## src/design/rpcr_pkg.sv

```systemverilog
`default_nettype none

package rpcr_pkg;

  // Disk lanes are set by the 8-bit column masks and the 3-bit disk index.
  localparam int MAX_DISKS  = 8;
  localparam int DISK_IDX_W = 3;
  localparam int DCNT_W     = 4;
  localparam int BPB_W      = 7;
  localparam int DATA_W     = 64;
  localparam int COL_W      = 8;

  localparam int DEF_BLOCK_BITS  = 64;
  localparam int DEF_QUEUE_DEPTH = 4;

  localparam int CFG_IDX_W  = 2;
  localparam int CFG_DATA_W = 7;

  localparam logic [CFG_IDX_W-1:0] CFG_DISK_COUNT     = 2'd0;
  localparam logic [CFG_IDX_W-1:0] CFG_BITS_PER_BLOCK = 2'd1;
  localparam logic [CFG_IDX_W-1:0] CFG_PARITY_ODD     = 2'd2;

  localparam logic [DCNT_W-1:0] RST_DISK_COUNT     = 4'd3;
  localparam logic [BPB_W-1:0]  RST_BITS_PER_BLOCK = 7'd8;

  localparam logic RES_DATA    = 1'b0;
  localparam logic RES_VERDICT = 1'b1;

  typedef struct packed {
    logic [DCNT_W-1:0] disk_count;
    logic [BPB_W-1:0]  bits_per_block;
    logic              parity_odd;
  } rpcr_cfg_t;

  // Per-row bookkeeping stored next to the block words in the queue.
  typedef struct packed {
    logic                  verdict_valid;
    logic                  has_verdict;
    logic                  emit_data;
    logic [DISK_IDX_W-1:0] parity_disk;
    logic [DCNT_W-1:0]     disk_count;
  } rpcr_meta_t;

  typedef struct packed {
    logic                  kind;
    logic [DATA_W-1:0]     data_word;
    logic [DISK_IDX_W-1:0] disk_index;
    logic                  set_valid;
    logic                  last;
  } rpcr_result_t;

endpackage

`default_nettype wire

```

## src/design/rpcr_ram.sv

```systemverilog
`default_nettype none

module rpcr_ram #(
  parameter int WIDTH = 8,
  parameter int DEPTH = 4
) (
  input  wire logic                     clk,
  input  wire logic                     we,
  input  wire logic [$clog2(DEPTH)-1:0] waddr,
  input  wire logic [WIDTH-1:0]         wdata,
  input  wire logic                     re,
  input  wire logic [$clog2(DEPTH)-1:0] raddr,
  output logic      [WIDTH-1:0]         rdata_r
);

  logic [WIDTH-1:0] mem [DEPTH];

  always_ff @(posedge clk) begin
    if (we) begin
      mem[waddr] <= wdata;
    end
    if (re) begin
      rdata_r <= mem[raddr];
    end
  end

endmodule

`default_nettype wire

```

## src/design/rpcr_column.sv

```systemverilog
`default_nettype none

module rpcr_column #(
  parameter int MAX_BLOCK_BITS = rpcr_pkg::DEF_BLOCK_BITS
) (
  input  wire logic                                         clk,
  input  wire logic                                         rst_n,
  input  wire rpcr_pkg::rpcr_cfg_t                          cfg,
  input  wire logic                                         accept,
  input  wire logic [rpcr_pkg::COL_W-1:0]                   bit_values,
  input  wire logic [rpcr_pkg::COL_W-1:0]                   erased_mask,
  input  wire logic                                         last_in_set,
  output logic                                              push,
  output rpcr_pkg::rpcr_meta_t                              meta,
  output logic [rpcr_pkg::MAX_DISKS*MAX_BLOCK_BITS-1:0]     words
);

  import rpcr_pkg::*;

  localparam int PW = (MAX_BLOCK_BITS > 1) ? $clog2(MAX_BLOCK_BITS) : 1;

  logic [PW-1:0]             pos_r, pos_nxt;
  logic [DISK_IDX_W-1:0]     pdisk_r, pdisk_nxt;
  logic                      failed_r, failed_nxt;
  logic [MAX_BLOCK_BITS-1:0] lane_r [MAX_DISKS];
  logic [MAX_BLOCK_BITS-1:0] lane_nxt [MAX_DISKS];

  logic [DCNT_W-1:0]         d_eff;
  logic [BPB_W-1:0]          s_eff;
  logic [MAX_DISKS-1:0]      dmask, erased, vals, vals_fix;
  logic [MAX_BLOCK_BITS-1:0] word_mask;
  logic                      no_unknown, one_unknown, col_fail, failed_now, block_end;
  logic [DCNT_W-1:0]         pdisk_inc;

  // Clamp registers into their legal ranges.
  always_comb begin
    if (cfg.disk_count < DCNT_W'(2)) begin
      d_eff = DCNT_W'(2);
    end else if (cfg.disk_count > DCNT_W'(MAX_DISKS)) begin
      d_eff = DCNT_W'(MAX_DISKS);
    end else begin
      d_eff = cfg.disk_count;
    end
    if (cfg.bits_per_block == '0) begin
      s_eff = BPB_W'(1);
    end else if (cfg.bits_per_block > BPB_W'(MAX_BLOCK_BITS)) begin
      s_eff = BPB_W'(MAX_BLOCK_BITS);
    end else begin
      s_eff = cfg.bits_per_block;
    end
  end

  always_comb begin
    for (int i = 0; i < MAX_DISKS; i++) begin
      dmask[i] = DCNT_W'(i) < d_eff;
    end
    for (int k = 0; k < MAX_BLOCK_BITS; k++) begin
      word_mask[k] = BPB_W'(k) < s_eff;
    end
  end

  // Parity check and single-erasure rebuild.
  always_comb begin
    erased      = erased_mask & dmask;
    vals        = bit_values & dmask & ~erased;
    no_unknown  = erased == '0;
    one_unknown = !no_unknown && ((erased & (erased - MAX_DISKS'(1))) == '0);
    vals_fix    = vals;
    col_fail    = 1'b0;
    if (one_unknown) begin
      if ((^vals) ^ cfg.parity_odd) begin
        vals_fix = vals | erased;
      end
    end else if (no_unknown) begin
      col_fail = (^vals) != cfg.parity_odd;
    end else begin
      col_fail = 1'b1;
    end
    failed_now = failed_r | col_fail;
    block_end  = (BPB_W'(pos_r) + BPB_W'(1)) >= s_eff;
    pdisk_inc  = DCNT_W'(pdisk_r) + DCNT_W'(1);
  end

  // Shift each present disk's bit into its lane; restart lanes at a block's
  // first column. Hold the lanes of disks beyond the current count.
  always_comb begin
    for (int i = 0; i < MAX_DISKS; i++) begin
      if (!dmask[i]) begin
        lane_nxt[i] = lane_r[i];
      end else if (pos_r == '0) begin
        lane_nxt[i] = MAX_BLOCK_BITS'(vals_fix[i]);
      end else begin
        lane_nxt[i] = MAX_BLOCK_BITS'({lane_r[i], vals_fix[i]});
      end
    end
  end

  always_comb begin
    pos_nxt    = pos_r;
    pdisk_nxt  = pdisk_r;
    failed_nxt = failed_r;
    if (accept) begin
      failed_nxt = failed_now;
      if (block_end) begin
        pos_nxt   = '0;
        pdisk_nxt = (pdisk_inc >= d_eff) ? '0 : DISK_IDX_W'(pdisk_inc);
      end else begin
        pos_nxt = pos_r + PW'(1);
      end
      if (last_in_set) begin
        pos_nxt    = '0;
        pdisk_nxt  = '0;
        failed_nxt = 1'b0;
      end
    end
  end

  always_comb begin
    meta.verdict_valid = !failed_now;
    meta.has_verdict   = last_in_set;
    meta.emit_data     = block_end && !failed_now;
    meta.parity_disk   = pdisk_r;
    meta.disk_count    = d_eff;
    push               = accept && (meta.emit_data || last_in_set);
    for (int i = 0; i < MAX_DISKS; i++) begin
      words[i*MAX_BLOCK_BITS +: MAX_BLOCK_BITS] = lane_nxt[i] & word_mask;
    end
  end

  always_ff @(posedge clk) begin
    if (!rst_n) begin
      pos_r    <= '0;
      pdisk_r  <= '0;
      failed_r <= 1'b0;
    end else begin
      pos_r    <= pos_nxt;
      pdisk_r  <= pdisk_nxt;
      failed_r <= failed_nxt;
    end
  end

  always_ff @(posedge clk) begin
    if (accept) begin
      for (int i = 0; i < MAX_DISKS; i++) begin
        lane_r[i] <= lane_nxt[i];
      end
    end
  end

endmodule

`default_nettype wire

```

## src/design/rpcr_drain.sv

```systemverilog
`default_nettype none

module rpcr_drain #(
  parameter int MAX_BLOCK_BITS = rpcr_pkg::DEF_BLOCK_BITS,
  parameter int QUEUE_DEPTH    = rpcr_pkg::DEF_QUEUE_DEPTH
) (
  input  wire logic                                      clk,
  input  wire logic                                      rst_n,
  input  wire logic                                      push,
  input  wire rpcr_pkg::rpcr_meta_t                      push_meta,
  input  wire logic [rpcr_pkg::MAX_DISKS*MAX_BLOCK_BITS-1:0] push_words,
  output logic                                           full,
  output logic                                           out_valid,
  input  wire logic                                      out_ready,
  output rpcr_pkg::rpcr_result_t                         out_res
);

  import rpcr_pkg::*;

  localparam int WORDS_W = MAX_DISKS * MAX_BLOCK_BITS;
  localparam int ROW_W   = $bits(rpcr_meta_t) + WORDS_W;
  localparam int AW      = $clog2(QUEUE_DEPTH);
  localparam int CW      = AW + 1;

  logic [AW-1:0]      wr_ptr_r, wr_ptr_nxt, rd_ptr_r, rd_ptr_nxt;
  logic [CW-1:0]      rows_r, rows_nxt;
  logic               busy_r, busy_nxt, vphase_r, vphase_nxt;
  logic [DCNT_W-1:0]  cur_r, cur_nxt;
  logic               out_valid_r, out_valid_nxt;
  rpcr_result_t       res_r, res_nxt;

  logic [ROW_W-1:0]          rdata;
  rpcr_meta_t                rd_meta;
  logic [MAX_BLOCK_BITS-1:0] rd_word [MAX_DISKS];
  logic                      re, emit, vphase_eff, data_more, item_last;
  logic [DCNT_W-1:0]         eff_cur, next_cur;

  rpcr_ram #(
    .WIDTH (ROW_W),
    .DEPTH (QUEUE_DEPTH)
  ) u_row_ram (
    .clk     (clk),
    .we      (push),
    .waddr   (wr_ptr_r),
    .wdata   ({push_meta, push_words}),
    .re      (re),
    .raddr   (rd_ptr_r),
    .rdata_r (rdata)
  );

  assign rd_meta = rdata[ROW_W-1 -: $bits(rpcr_meta_t)];

  for (genvar g = 0; g < MAX_DISKS; g++) begin : g_word
    assign rd_word[g] = rdata[g*MAX_BLOCK_BITS +: MAX_BLOCK_BITS];
  end

  // Walk the loaded row: data disks in ascending order, skip parity, then the verdict if the row has one.
  always_comb begin
    vphase_eff = vphase_r || !rd_meta.emit_data;
    eff_cur    = (cur_r == DCNT_W'(rd_meta.parity_disk)) ? cur_r + DCNT_W'(1) : cur_r;
    next_cur   = eff_cur + DCNT_W'(1);
    if (next_cur == DCNT_W'(rd_meta.parity_disk)) begin
      next_cur = next_cur + DCNT_W'(1);
    end
    data_more = next_cur < rd_meta.disk_count;
    item_last = vphase_eff || (!data_more && !rd_meta.has_verdict);
  end

  always_comb begin
    full = rows_r == CW'(QUEUE_DEPTH);
    emit = busy_r && (!out_valid_r || out_ready);
    re   = (rows_r != '0) && (!busy_r || (emit && item_last));
  end

  always_comb begin
    wr_ptr_nxt = push ? wr_ptr_r + AW'(1) : wr_ptr_r;
    rd_ptr_nxt = re ? rd_ptr_r + AW'(1) : rd_ptr_r;
    rows_nxt   = rows_r + CW'(push) - CW'(re);
    busy_nxt   = busy_r;
    cur_nxt    = cur_r;
    vphase_nxt = vphase_r;
    if (re) begin
      busy_nxt   = 1'b1;
      cur_nxt    = '0;
      vphase_nxt = 1'b0;
    end else if (emit) begin
      if (item_last) begin
        busy_nxt = 1'b0;
      end else if (!vphase_eff) begin
        if (data_more) begin
          cur_nxt = next_cur;
        end else begin
          vphase_nxt = 1'b1;
        end
      end
    end
  end

  always_comb begin
    out_valid_nxt = out_valid_r;
    res_nxt       = res_r;
    if (emit) begin
      out_valid_nxt = 1'b1;
      res_nxt.last  = item_last;
      if (vphase_eff) begin
        res_nxt.kind       = RES_VERDICT;
        res_nxt.data_word  = '0;
        res_nxt.disk_index = '0;
        res_nxt.set_valid  = rd_meta.verdict_valid;
      end else begin
        res_nxt.kind       = RES_DATA;
        res_nxt.data_word  = DATA_W'(rd_word[eff_cur[DISK_IDX_W-1:0]]);
        res_nxt.disk_index = eff_cur[DISK_IDX_W-1:0];
        res_nxt.set_valid  = 1'b0;
      end
    end else if (out_ready) begin
      out_valid_nxt = 1'b0;
    end
  end

  always_ff @(posedge clk) begin
    if (!rst_n) begin
      wr_ptr_r    <= '0;
      rd_ptr_r    <= '0;
      rows_r      <= '0;
      busy_r      <= 1'b0;
      cur_r       <= '0;
      vphase_r    <= 1'b0;
      out_valid_r <= 1'b0;
    end else begin
      wr_ptr_r    <= wr_ptr_nxt;
      rd_ptr_r    <= rd_ptr_nxt;
      rows_r      <= rows_nxt;
      busy_r      <= busy_nxt;
      cur_r       <= cur_nxt;
      vphase_r    <= vphase_nxt;
      out_valid_r <= out_valid_nxt;
    end
  end

  always_ff @(posedge clk) begin
    res_r <= res_nxt;
  end

  assign out_valid = out_valid_r;
  assign out_res   = res_r;

  a_rows_bound: assert property (@(posedge clk) disable iff (!rst_n)
    rows_r <= CW'(QUEUE_DEPTH))
    else $error("row queue count beyond depth");

  a_push_room: assert property (@(posedge clk) disable iff (!rst_n)
    push |-> !full)
    else $error("row pushed into a full queue");

  a_row_done: assert property (@(posedge clk) disable iff (!rst_n)
    (emit && item_last && rows_r == '0) |=> !busy_r)
    else $error("row still busy after its last word");

endmodule

`default_nettype wire

```

## src/design/raid_parity_check_rebuild.sv

```systemverilog
`default_nettype none

// Streaming parity check and single-erasure rebuild for a rotating-parity disk
// set. Each input word is one bit column (one bit per disk plus an erasure mask,
// tlast on the set's final column); one column is taken every cycle. A column
// with one erased bit gets it rebuilt, two or more erasures or a parity
// mismatch mark the set failed. At each block end of a still-good set, and at
// the set's final column, the block (one word per disk) is written as one row
// into a small row queue RAM, QUEUE_DEPTH rows deep; the output side reads a row
// and sends disk_count-1 data words, one per cycle while out_tready is high,
// skipping the parity disk (none for a failed set), then the verdict word when
// the set ends there. in_tready drops only while the row queue is full, so a
// sustained column rate of one per cycle holds as long as the consumer takes the
// words of each block before QUEUE_DEPTH further blocks complete. No clearing pass
// follows reset; configuration is taken at any time through cfg_valid/cfg_ready
// but should only change while the block is idle.
module raid_parity_check_rebuild #(
  parameter int MAX_BLOCK_BITS = rpcr_pkg::DEF_BLOCK_BITS,
  parameter int QUEUE_DEPTH    = rpcr_pkg::DEF_QUEUE_DEPTH
) (
  input  wire logic                              clk,
  input  wire logic                              rst_n,
  // config write channel
  input  wire logic                              cfg_valid,
  output logic                                   cfg_ready,
  input  wire logic [rpcr_pkg::CFG_IDX_W-1:0]    cfg_index,
  input  wire logic [rpcr_pkg::CFG_DATA_W-1:0]   cfg_data,
  // column input
  input  wire logic                              in_tvalid,
  output logic                                   in_tready,
  input  wire logic [15:0]                       in_tdata,  // [7:0] bit_values, [15:8] erased_mask
  input  wire logic                              in_tlast,  // last_in_set
  // result output
  output logic                                   out_tvalid,
  input  wire logic                              out_tready,
  output logic [71:0]                            out_tdata, // [63:0] data_word, [66:64] disk_index,
                                                            // [67] set_valid, [71:68] zero
  output logic                                   out_tuser, // result_kind
  output logic                                   out_tlast  // last
);

  import rpcr_pkg::*;

  rpcr_cfg_t    cfg_r, cfg_nxt;
  logic         in_accept, push, full;
  rpcr_meta_t   push_meta;
  logic [MAX_DISKS*MAX_BLOCK_BITS-1:0] push_words;
  rpcr_result_t res;

  // Register writes are always accepted; unknown indexes are dropped.
  assign cfg_ready = 1'b1;

  always_comb begin
    cfg_nxt = cfg_r;
    if (cfg_valid) begin
      unique case (cfg_index)
        CFG_DISK_COUNT:     cfg_nxt.disk_count     = cfg_data[DCNT_W-1:0];
        CFG_BITS_PER_BLOCK: cfg_nxt.bits_per_block = cfg_data[BPB_W-1:0];
        CFG_PARITY_ODD:     cfg_nxt.parity_odd     = cfg_data[0];
        default:            cfg_nxt                = cfg_r;
      endcase
    end
  end

  always_ff @(posedge clk) begin
    if (!rst_n) begin
      cfg_r.disk_count     <= RST_DISK_COUNT;
      cfg_r.bits_per_block <= RST_BITS_PER_BLOCK;
      cfg_r.parity_odd     <= 1'b0;
    end else begin
      cfg_r <= cfg_nxt;
    end
  end

  // Hold columns only while the row queue has no room for a finished block.
  assign in_tready = !full;
  assign in_accept = in_tvalid && in_tready;

  rpcr_column #(
    .MAX_BLOCK_BITS (MAX_BLOCK_BITS)
  ) u_column (
    .clk         (clk),
    .rst_n       (rst_n),
    .cfg         (cfg_r),
    .accept      (in_accept),
    .bit_values  (in_tdata[7:0]),
    .erased_mask (in_tdata[15:8]),
    .last_in_set (in_tlast),
    .push        (push),
    .meta        (push_meta),
    .words       (push_words)
  );

  rpcr_drain #(
    .MAX_BLOCK_BITS (MAX_BLOCK_BITS),
    .QUEUE_DEPTH    (QUEUE_DEPTH)
  ) u_drain (
    .clk        (clk),
    .rst_n      (rst_n),
    .push       (push),
    .push_meta  (push_meta),
    .push_words (push_words),
    .full       (full),
    .out_valid  (out_tvalid),
    .out_ready  (out_tready),
    .out_res    (res)
  );

  assign out_tdata = {4'b0000, res.set_valid, res.disk_index, res.data_word};
  assign out_tuser = res.kind;
  assign out_tlast = res.last;

endmodule

`default_nettype wire
```

## config.mk

```make
export PLATFORM = sky130hd
export DESIGN_NAME = raid_parity_check_rebuild
export DESIGN_NICKNAME = d
export VERILOG_FILES = /design/src/design/rpcr_pkg.sv /design/src/design/rpcr_ram.sv /design/src/design/rpcr_column.sv /design/src/design/rpcr_drain.sv /design/src/design/raid_parity_check_rebuild.sv
export SDC_FILE = /design/constraint.sdc
export NUM_CORES = 2
export LEC_CHECK = 0
export BUFFER_PORTS_ARGS = -buffer_cell sky130_fd_sc_hd__buf_4
export CAP_MARGIN = 20
export CORE_AREA = 8 8 500 502
export CTS_CLUSTER_DIAMETER = 60
export DETAILED_ROUTE_END_ITERATION = 16
export DIE_AREA = 0 0 508 510
export PLACE_DENSITY = 0.78
export SLEW_MARGIN = 10
export SYNTH_ARGS = -nofsm -noshare
export SYNTH_HDL_FRONTEND = slang
export SYNTH_HIERARCHICAL = 1
export SYNTH_SLANG_ARGS = --single-unit
```

## constraint.sdc

```tcl
create_clock -name clk -period 200 [get_ports clk]
set_input_delay 20 -clock clk [delete_from_list [all_inputs] [get_ports clk]]
set_output_delay 20 -clock clk [all_outputs]
set_load 0.01 [all_outputs]
```

==> results by group <==
Outcome
  – Status: finished clean

Synth
  – Post-synth EDFFs: 3,190
  – Synth async-reset ratio: 0
  – Post-synth top area share: 0.766
  – Mapped Avg Cell Area: 20.0 um^2
  – Netlist cell types: 86
  – Sequential share of the synthesized area: 0.772
  – Synth area leader: edfxtp_1
  – Register bit total from synthesis: 3,226
  – Syn Std Cell Area: 125,000 um^2
  – Ranking of synthesized cells by area: edfxtp_1, mux4_2, nand2_1
  – Number of synthesis warnings: 6
  – Post-synth top flop: edfxtp_1
  – Post-Syn Instances: 6,260

Floorplan
  – Die Wd: 508 um
  – Core area: 242,000 um^2
  – Die H: 510 um
  – Row count: 181
  – # IOs: 108
  – Die area: 259,000 um^2
  – Initial core utilization: 0.517

Placed design
  – DP HPWL: 161 mm
  – Pre-CTS setup slack: 173.41 ns
  – Port Buffers: 102
  – Routability cong.: 0.812

Cells and area
  – Area Overhead vs Synth: 11.5%
  – Share of cells above drive strength 1: 0.205
  – Final Util: 0.576
  – Nets: 6,533

GRT
  – Initial antenna violation count: 13
  – Global route overflow: 0
  – Global-route wire length before repair: 433 mm
  – Largest net degree at the start of global routing: 146
  – GRT Overall Usage: 0.223
  – Vias in the first global route: 65.6k

Timing
  – Crit share post-route: 0.128
  – Worst setup margin: 174.32 ns
  – Setup TNS: 0 ns
  – Worst slew margin: 0.225
  – Final setup vio count: 0
  – Tightest Pin Transition: 1.15 ns
  – RSZ-0062 raised after global routing: no
  – Max Clock Skew: 0.0719 ns
  – Final-report hold violation count: 0
  – Fmax: 38.9 MHz
  – Fin Hold WS: 0.466 ns
  – Shortest period the worst path allows: 25.68 ns
  – Max-slew violations: 0

Pwr
  – Worst vdd ir: 19.5 uV
  – Lkg Pwr: 43.4 nW
  – Cell Pwr Density: 14.0 nW/um^2

Critical path
  – Max FO, Critical Path: 59
  – Worst Path Arrival: 26.21 ns
  – Worst path max stage delay: 0.85 ns
  – Critical-path top delay cell: buf_4
  – Critical Path End Type: register
  – Crit path launch type: input pin
  – Worst setup path category: in2reg
  – Crit-path cells: buf_4, nand3b_1, xnor2_1, xnor2_1, xnor2_2, mux2i_1, o21ai_0, nor3b_2, buf_4, buf_4, buf_4, buf_4
  – Crit-path most repeated cell: buf_4
  – CP Data Required Time: 200.53 ns

Clock tree
  – Clock latency on the worst-skew pair: 0.97 ns
  – Setup Buffers After CTS: 0
  – CTS buffer count: 333
  – Post_cts resized: 0
  – CTS clk-pin slew, worst paths: 0.06 ns
  – Max clock buf depth: 4
  – Sink Count: 3,226
  – Root Buffer: clkbuf_16
  – CTS tree: done
  – H-tree lvl count: 5
  – # hold bufs at CTS: 0

Route
  – Detailed Route Iter0 Violations: 8,400
  – Vias per Instance: 6.39
  – DRC Markers: 0
  – Drt total wl: 294 mm
  – ANT nets after route: 0
  – Pre-antenna DRT Iters: 10
  – Average routed wire per standard cell: 29.6 um
  – Via count: 63.4k

Min path
  – Min-delay worst type: reg2reg

Flow run
  – Max-Cap Viols: 0
synthesized netlist by cell type (8+ instances only):
master and count:
nand2b_1 13, ha_1 21, buf_4 10, clkbuf_1 158
buf_1 33, nand2_1 508, buf_6 55, xnor2_1 15
nor2_1 71, a21o_1 12, a21oi_1 145, or2_2 8
inv_1 51, and2_1 218, buf_2 87, dfxtp_1 36
nor3_1 10, a22o_1 170, a22oi_1 20, a21boi_0 97
nand3_1 117, o2bb2ai_1 58, o21ai_0 120, mux2i_1 17
and3_1 27, a31oi_1 8, edfxtp_1 3190, mux4_2 650
nor2b_1 183, o21a_1 30
layout make-up:
class,instances,area (um^2)
clock buffer,396,8660
fill,16670,103000
antenna,4,10.0
timing repair buffer,225,1810
inverter,55,214
clock inverter,178,1530
tap,3202,4010
multi-input combinational,2639,26600
sequential,3226,96500
layout by cell type, fill, tap and decap left out, types with 6 or more instances in the layout:
cell type,instances
a22oi_1,20
buf_4,215
clkbuf_16,337
bufinv_16,23
o21ai_0,115
clkinv_2,52
xor2_1,6
or2_2,7
edfxtp_1,3190
a21oi_1,144
dfxtp_1,32
nor3_1,9
ha_1,21
inv_6,11
and2_1,216
nor2_1,66
xnor2_1,15
inv_1,51
nor2b_1,181
a21boi_0,97
clkbuf_1,58
nand3_1,117
clkinvlp_4,11
nand2b_1,13
a31oi_1,6
o21a_1,30
buf_12,10
a21o_1,10
a22o_1,170
o2bb2ai_1,58
nor4_1,6
and3_1,26
mux4_2,650
o21ai_1,8
mux2i_1,17
or3_1,6
clkinv_1,72
nand2_1,507
logic make-up (layout without fill, tap and decap cells):
| kind of cell | after synthesis | count (layout) | synth area share |
|---|---|---|---|
| buffers and inverters | 398 | 854 | 0.0164 |
| adder cells (fa/ha/maj) | 23 | 23 | 0.00235 |
| XOR/XNOR | 25 | 25 | 0.00208 |
| AO/OA/AOI/OAI | 712 | 712 | 0.0400 |
| AND/OR/NAND/NOR | 1205 | 1205 | 0.0483 |
| other | 2 | 9 | 0.0000601 |
| flip-flops | 3226 | 3226 | 0.772 |
| multiplexers | 669 | 669 | 0.119 |
path summary, 6_finish.rpt:
kind / from / to / slack (ns) / cells after the start
worst max-delay path: in_tdata[15] / u_drain/u_row_ram/mem[0][104] / 174.32 / 12
worst min-delay path: u_drain/vphase_r / u_drain/vphase_r / 0.47 / 2
worst max register to register: cfg_r[11] / u_drain/u_row_ram/mem[0][104] / 191.90 / 14
worst min register to register: u_drain/vphase_r / u_drain/vphase_r / 0.47 / 2
power breakdown:
| part | switching, W | internal (W) |
|---|---|---|
| logic | 0.000239 | 0.000164 |
| registers | 0.0000438 | 0.000911 |
| clock network | 0.000250 | 0.000338 |
flip-flops by register name (all words and copies together), names as in the netlist:
register,cells
u_column/pos_r,6
u_drain/out_res,70
u_drain/cur_r,4
u_drain/u_row_ram/rdata_r,522
u_drain/rd_ptr_r,2
u_column/failed_r,1
u_drain/rows_r,3
u_drain/busy_r,1
u_drain/vphase_r,1
u_column/lane_r,510
u_drain/out_valid,1
cfg_r,12
u_column/pdisk_r,3
u_drain/wr_ptr_r,2
u_drain/u_row_ram/mem,2088
per-layer routing:
layer / share of wire / GRT usage
met5: 0.00016 / 0
met4: 0.039 / 0.0851
met3: 0.11 / 0.0493
met2: 0.48 / 0.360
met1: 0.37 / 0.302
stage by stage:
stage                     std cells  area, um^2  total power (W)
after floorplan                6263      125000          0.00137
after global placement         9346      129000          0.00136
after detailed placement       9346      129000          0.00137
after CTS                      9920      139000          0.00196
after global routing           9923      139000          0.00201
final                          9925      139000          0.00195
critical path: cells and delay by family:
kind / cells / cell delay [ns]
AOI/OAI and AO/OA: 1 / 0.75
muxes: 1 / 0.23
xor gates and xnor gates: 3 / 0.87
buffers and inverters: 5 / 3.31
and+or+nand+nor: 2 / 0.85
Power figures use the tool's default switching activity.
